`config.mk`:
```
export PLATFORM = sky130hd
export DESIGN_NAME = sdts_ctrl
export DESIGN_NICKNAME = d
export VERILOG_FILES = /design/src/rtl/sdts_pkg.sv /design/src/rtl/sdts_ctrl.sv
export SDC_FILE = /design/constraint.sdc
export NUM_CORES = 1
export LEC_CHECK = 0
export BUFFER_PORTS_ARGS = -buffer_cell sky130_fd_sc_hd__buf_2
export CAP_MARGIN = 40
export CORE_AREA = 2 2 39 41
export CTS_CLUSTER_SIZE = 24
export DETAILED_ROUTE_END_ITERATION = 8
export DIE_AREA = 0 0 41 43
export GPL_TIMING_DRIVEN = 0
export RECOVER_POWER = 100
export SLEW_MARGIN = 0
export SYNTH_ARGS = -nofsm -noshare
export SYNTH_HDL_FRONTEND = slang
export SYNTH_SLANG_ARGS = --single-unit
```
`constraint.sdc`:
```
create_clock -name clock -period 4.2 [get_ports clock]
set_clock_uncertainty 0.05 [all_clocks]
set_input_delay 0.42 -clock clock [delete_from_list [all_inputs] [get_ports clock]]
set_output_delay 0.42 -clock clock [all_outputs]
set_load 0.05 [all_outputs]
```
`src/rtl/sdts_pkg.sv`:
```
// shared types, constants and defaults for the span depth-test shader
`timescale 1ns / 1ps
package sdts_pkg;

   localparam int DEF_SCREEN_WIDTH  = 64;
   localparam int DEF_SCREEN_HEIGHT = 64;
   localparam logic [23:0] BASE_COLOR_RESET = 24'hcccccc;

   // restoring divide, one quotient bit per cycle
   localparam int DIV_STEPS = 52;
   localparam int DIV_CW    = 6;
   localparam int ACC_W     = 54;
   localparam int XW        = 18;

   typedef struct packed {
      logic signed [15:0] x_start;
      logic signed [15:0] x_end;
      logic signed [11:0] row;
      logic [15:0]        bright_start;
      logic [15:0]        bright_end;
      logic [31:0]        depth_start;
      logic [31:0]        depth_end;
   } req_item_type;

   typedef struct packed {
      logic [5:0]  pixel_x;
      logic [5:0]  pixel_y;
      logic        written;
      logic [23:0] pixel_color;
      logic [31:0] pixel_depth;
      logic        last;
   } rsp_item_type;

   typedef struct packed {
      logic clear;
      logic load;
      logic div_step;
      logic col_step;
      logic mem_read;
      logic commit;
   } cmd_type;

   typedef struct packed {
      logic clear_last;
      logic skip;
      logic div_last;
      logic span_done;
      logic on_screen;
      logic out_free;
   } status_type;

   typedef enum logic [4:0] {
      S_CLEAR = 5'b00001,
      S_IDLE  = 5'b00010,
      S_DIV   = 5'b00100,
      S_READ  = 5'b01000,
      S_TEST  = 5'b10000
   } state_type;

endpackage

```
`src/rtl/sdts_ctrl.sv`:
```
// sequencing state machine for clear, divide and column steps
`timescale 1ns / 1ps
module sdts_ctrl (
   input  logic                   clock,
   input  logic                   reset,
   input  logic                   req_valid,
   output logic                   req_ready,
   output sdts_pkg::cmd_type      cmd,
   input  sdts_pkg::status_type   st
);

   sdts_pkg::state_type state_ff, state_in;

   always_ff @(posedge clock) begin
      if (reset) begin
         state_ff <= sdts_pkg::S_CLEAR;
      end else begin
         state_ff <= state_in;
      end
   end

   assign req_ready = (state_ff == sdts_pkg::S_IDLE);

   always_comb begin
      state_in = state_ff;
      cmd      = '0;
      unique case (state_ff)
         sdts_pkg::S_CLEAR: begin
            cmd.clear = 1'b1;
            if (st.clear_last) state_in = sdts_pkg::S_IDLE;
         end
         sdts_pkg::S_IDLE: begin
            if (req_valid) begin
               cmd.load = 1'b1;
               if (!st.skip) state_in = sdts_pkg::S_DIV;
            end
         end
         sdts_pkg::S_DIV: begin
            cmd.div_step = 1'b1;
            if (st.div_last) state_in = sdts_pkg::S_READ;
         end
         sdts_pkg::S_READ: begin
            if (st.span_done) begin
               state_in = sdts_pkg::S_IDLE;
            end else if (st.on_screen) begin
               cmd.mem_read = 1'b1;
               state_in     = sdts_pkg::S_TEST;
            end else begin
               cmd.col_step = 1'b1;
            end
         end
         sdts_pkg::S_TEST: begin
            if (st.out_free) begin
               cmd.commit = 1'b1;
               state_in   = sdts_pkg::S_READ;
            end
         end
         default: state_in = sdts_pkg::S_IDLE;
      endcase
   end

endmodule

```
==> results.ini, run 1 <==
[run_status]
outcome = completed

[min_path]
hold_path_class = in -> reg
holdPathStages = 2

[setup_path]
arrival_ns = 2.07
r2r-end = state_ff[1]
regToRegSetupSlack_ns = 2.35
crit_end = cmd[4]
r2r_cells = 5
path_class = reg -> out
cp-end-kind = output port
cp_max_fo = 6
start_kind = flop
r2r_start = state_ff[4]
cp-startpoint = state_ff[4]
worst_ep_required_time_ns = 3.73

[drt]
wl_microns = 717
vias = 329
routedWlPerCell_microns = 9.56
route.detailed.drc = 0
drt-initial-drc-count = 7
routed_via_density = 4.39
first_pass_iters = 4
antenna_left = 0

[cells_and_area]
final_util_pct = 29.9
design_area_sq_um = 414
nNetsFinal = 69
n_antenna_cell = 0
top_register = state_ff
largest_reg_flops = 5
reg_top3 = state_ff x5
syn_to_final_growth_pct = 34.6
drive_above_1_share_pct = 22.0

[synthesis]
synth.ff_latch_count = 5
yosysUniqueCellTypes = 22
synth.most_common_cell = nor2_1
synth.area.top_cells = dfxtp_1 33%, nor2_1 11%, inv_1 6.1%
async_flop_share_pct = 0
syn_inst = 40
synth-edff-count = 0
synth_area_leader_cell = dfxtp_1
yosys-top-cells-count = 9 x nor2_1, 5 x dfxtp_1, 5 x inv_1
seq_area_frac_synth_pct = 32.5
synth-main-ff-cell = dfxtp_1
synth_area_sq_um = 308
synth_top_area_share_pct = 32.5
synth_nets = 49
yosysWarnings = 0
syn_avg_cell_area_sq_um = 7.69

[power]
p_per_area_nw_per_um2 = 356
leakage_uw = 0.000192
ir_drop_mv = 0.114

[global_routing]
grt.total_usage_pct = 8.53
grt_first_pass_wirelength_microns = 1010
antenna_found_initial = 0
grt_pass1_vias = 278
grt_max_degree = 7
grt_overflow = 0

[clock_tree]
numCtsBuffers = 3
cts_root_buffer = clkbuf_4
cts_tree = built
hold_buffers = 0
clkLatencyLatePin_ns = 0.23
cts_buffer_depth = 2
htreeDepth = 1
clock-sinks = 5
clkSlewWorstSetupHoldPaths_ns = 0.04
post_cts.repair.setup_buffers = 0
cts.repair.resized = 0

[sta]
fin_crit_sh_pct = 60.4
worstMarginPinSlew_ns = 0.598
slew_headroom_pct = 60.3
drv_slew = 0
fmax_mhz = 394
fin_hold_ws_ns = 0.359
layout_min_cycle_time_ns = 2.54
timing.final.ws_setup_ns = 1.66
rsz0062_at_grt = false
setup_viol = 0
hold_violations = 0
finalSetupTns_ns = 0

[die]
initial_core_util_pct = 22.2
coreArea_sq_um = 1380
io_pins = 16
die_h_microns = 43
fp.dieW_microns = 41
die_area_sq_um = 1760
fp-row-count = 14

[placed_design]
io_buffers = 15
place_worst_setup_slack_ns = 2.14
gp_congestion = 0.637
place_area_sq_um = 403
hpwl_microns = 604

[flow_run]
drv_cap = 0

cells by family (layout without fill, tap and decap cells):
family / Yosys count / in the layout / share of synthesized area (%)
xor+xnor: 1 / 1 / 2.85
flops: 5 / 5 / 32.5
simple gates: 22 / 22 / 40.2
buf+inv: 6 / 25 / 7.72
compound gates: 6 / 6 / 16.7
worst max-delay path, cell delays in order, from the launching register on:
cell      delay, ns
dfxtp_1        0.35
or3_1          0.40
or3b_1         0.35
clkbuf_1       0.16
nor2_1         0.10
clkbuf_1       0.47
cell usage in the layout (no fill, tap or decap), types with 2 or more instances in the layout:
cell | Yosys | final
clkbuf_1 | 0 | 9
nor2_1 | 9 | 9
buf_2 | 1 | 8
inv_1 | 5 | 5
dfxtp_1 | 5 | 5
clkbuf_4 | 0 | 3
nand2_1 | 2 | 2
o21a_1 | 2 | 2
final cells by class:
type,instances,area [sq um]
plain buffers,1,3.75
clock buffers,4,26.3
fillers,159,970
inverters,5,18.8
multi-input cells,29,179
flip-flops and latches,5,100
well taps,16,20.0
repair buffers,15,66.3
per-layer routing:
metal | share of wire (%) | GRT usage (%) | wire length (microns) | vias up
li1 | - | - | - | 175
met1 | 48 | 10.6 | 346 | 145
met2 | 46 | 12.5 | 331 | 9
met3 | 5.4 | 3.14 | 39 | 0
met4 | 0 | 4.00 | 0 | 0
met5 | 0 | 0 | 0 | -
metrics by stage:
step	std cells	total power, uW
after floorplan	40	85.9
after global placement	71	96.8
after detailed placement	71	97.4
after CTS	75	152
after global routing	75	156
final	75	148
power by group:
group | switching (uW) | total [uW] | leakage (uW) | internal, uW
Combinational | 27.7 | 40.0 | 0.000136 | 12.2
Sequential | 3.09 | 54.4 | 0.0000411 | 51.3
Clock | 17.5 | 53.3 | 0.0000150 | 35.8
worst min path at each step:
stage | from | to | slack [ns]
4_1_cts | reset | state_ff[4] | 0.35
5_1_grt | reset | state_ff[4] | 0.36
2_1_floorplan | reset | state_ff[4] | 0.44
6_report | reset | state_ff[4] | 0.36
3_5_place_dp | reset | state_ff[4] | 0.60
3_3_place_gp | state_ff[3] | state_ff[0] | 0.59
Note: power is estimated with default switching activity, not from simulation.
==> run 2, diff against run 1 <==
==> constraint.sdc (replaced) <==
create_clock -name clock -period 2.6 [get_ports clock]
set_clock_uncertainty 0.05 [all_clocks]
set_input_delay 0.26 -clock clock [delete_from_list [all_inputs] [get_ports clock]]
set_output_delay 0.26 -clock clock [all_outputs]
set_load 0.05 [all_outputs]
==> run 2 against run 1 <==
Sequential share of layout area is 0.15 points lower. Critical path depth stayed put. Highest routed layer unchanged. Flip-flop and latch count unchanged.
==> results.ini, run 2 (synthesis results as in run 1) <==
[cells_and_area]
fillers = 159  ; unchanged
largest_reg_flops = 5  ; unchanged
final_util_pct = 30.1  ; was 29.9%
syn_to_final_growth_pct = 35.4  ; was 34.6%
top_register = state_ff  ; unchanged
drive_above_1_share_pct = 25.4  ; was 22.0%
reg_top3 = state_ff x5  ; unchanged
n_antenna_cell = 0  ; unchanged
final_cell_mix = 9 x nor2_1, 9 x buf_2, 7 x clkbuf_1, 5 x inv_1, 5 x dfxtp_1  ; was 9 x clkbuf_1, 9 x nor2_1, 8 x buf_2, 5 x inv_1, 5 x dfxtp_1
nNetsFinal = 69  ; unchanged

[clock_tree]
hold_buffers = 0  ; unchanged
clkLatencyLatePin_ns = 0.23  ; about the same
clkSlewWorstSetupHoldPaths_ns = 0.04  ; about the same
cts_root_buffer = clkbuf_4  ; unchanged
htreeDepth = 1  ; unchanged
clock-sinks = 5  ; unchanged
post_cts.repair.setup_buffers = 0  ; unchanged
numCtsBuffers = 3  ; unchanged
cts.repair.resized = 0  ; unchanged
cts_buffer_depth = 2  ; unchanged
cts_tree = built  ; unchanged

[min_path]
hold_path_class = in -> reg  ; unchanged

[die]
die_area_sq_um = 1760  ; unchanged
fp-row-count = 14  ; unchanged
coreArea_sq_um = 1380  ; unchanged
initial_core_util_pct = 22.2  ; unchanged
io_pins = 16  ; unchanged
die_h_microns = 43  ; unchanged
fp.dieW_microns = 41  ; unchanged

[setup_path]
cp-end-kind = output port  ; unchanged
worst_ep_required_time_ns = 2.29  ; was 3.73 ns
arrival_ns = 1.88  ; was 2.07 ns
cp_max_fo = 6  ; unchanged
path_class = reg -> out  ; unchanged
start_kind = flop  ; unchanged

[sta]
timing.final.ws_setup_ns = 0.414  ; was 1.66 ns
worstMarginPinSlew_ns = 0.592  ; was 0.598 ns
setup_viol = 0  ; unchanged
slew_headroom_pct = 60.7  ; was 60.3%
rsz0062_at_grt = false  ; unchanged
finalSetupTns_ns = 0  ; unchanged
fmax_mhz = 457
drv_slew = 0  ; unchanged
fin_crit_sh_pct = 84.1
layout_min_cycle_time_ns = 2.19
hold_violations = 0  ; unchanged

[drt]
topRoutingLayerUsed = met3  ; unchanged
route.detailed.drc = 0  ; unchanged
drt-met1-wl_microns = 344  ; was 346 microns
met3_length_microns = 39  ; unchanged
drt-initial-drc-count = 7  ; unchanged
first_pass_iters = 4  ; unchanged
routed_via_density = 4.39  ; unchanged
vias = 329  ; unchanged
routedWlPerCell_microns = 9.55  ; was 9.56 microns
antenna_left = 0  ; unchanged
wl_microns = 716  ; was 717 microns
route.met2.wl_microns = 332  ; was 331 microns

[flow_run]
drv_cap = 0  ; unchanged

[placed_design]
hpwl_microns = 604  ; unchanged
io_buffers = 15  ; unchanged
place_worst_setup_slack_ns = 0.704  ; was 2.14 ns
gp_congestion = 0.637  ; unchanged

[power]
p_per_area_nw_per_um2 = 574  ; was 356 nW/um^2
leakage_uw = 0.000199  ; was 0.000192 uW
ir_drop_mv = 0.184  ; was 0.114 mV

[global_routing]
grt_first_pass_wirelength_microns = 1010  ; unchanged
antenna_found_initial = 0  ; unchanged
grt_overflow = 0  ; unchanged
grt.total_usage_pct = 8.53  ; unchanged
grt_max_degree = 7  ; unchanged
grt_pass1_vias = 278  ; unchanged

[run_status]
outcome = completed  ; unchanged

## run 2: report_power, final
group / internal, uW / switching [uW] / total (uW)
Clock: 57.8 / 28.2 / 86.0
Combinational: 20.5 / 44.7 / 65.3
Sequential: 82.9 / 5.00 / 87.8
Total: 161 / 78.0 / 239
## run 2: stage by stage
step                      instance area, sq um  instances  power, uW  hold WS, ns
after floorplan                            308         40        139        0.282
after global placement                     403         71        156        0.441
after detailed placement                   403         71        157        0.438
after CTS                                  429         75        246        0.190
after global routing                       417         75        253        0.197
final                                      417         75        239        0.199
## run 2: area by class of cell
class	count	area (sq um)	area share, %
Tap cell	16	20.0	4.80
Multi-Input combinational cell	29	179	42.9
Clock buffer	4	26.3	6.31
Timing Repair Buffer	15	68.8	16.5
Buffer	1	3.75	0.901
Inverter	5	18.8	4.50
Sequential cell	5	100	24.0
## run 2: path summary, 6_finish.rpt
kind | from | end | slack, ns | cells past startpoint
setup / recovery | state_ff[4] | cmd[4] | 0.41 | 5
hold / removal | reset | state_ff[4] | 0.20 | 2
hold reg to reg | state_ff[3] | state_ff[0] | 0.59 | 3
setup reg to reg | state_ff[4] | state_ff[1] | 0.75 | 5
## run 2: worst max-delay path, cell delays in order (launching register included)
cell	delay (ns)
dfxtp_1	0.35
or3_1	0.40
or3b_1	0.35
clkbuf_1	0.16
nor2_1	0.10
clkbuf_2	0.28
## run 2: metal layers
metal,GRT usage [%],up-vias
met4,4.00,0
li1,-,175
met3,3.14,0
met2,12.5,9
met5,0,-
met1,10.6,145
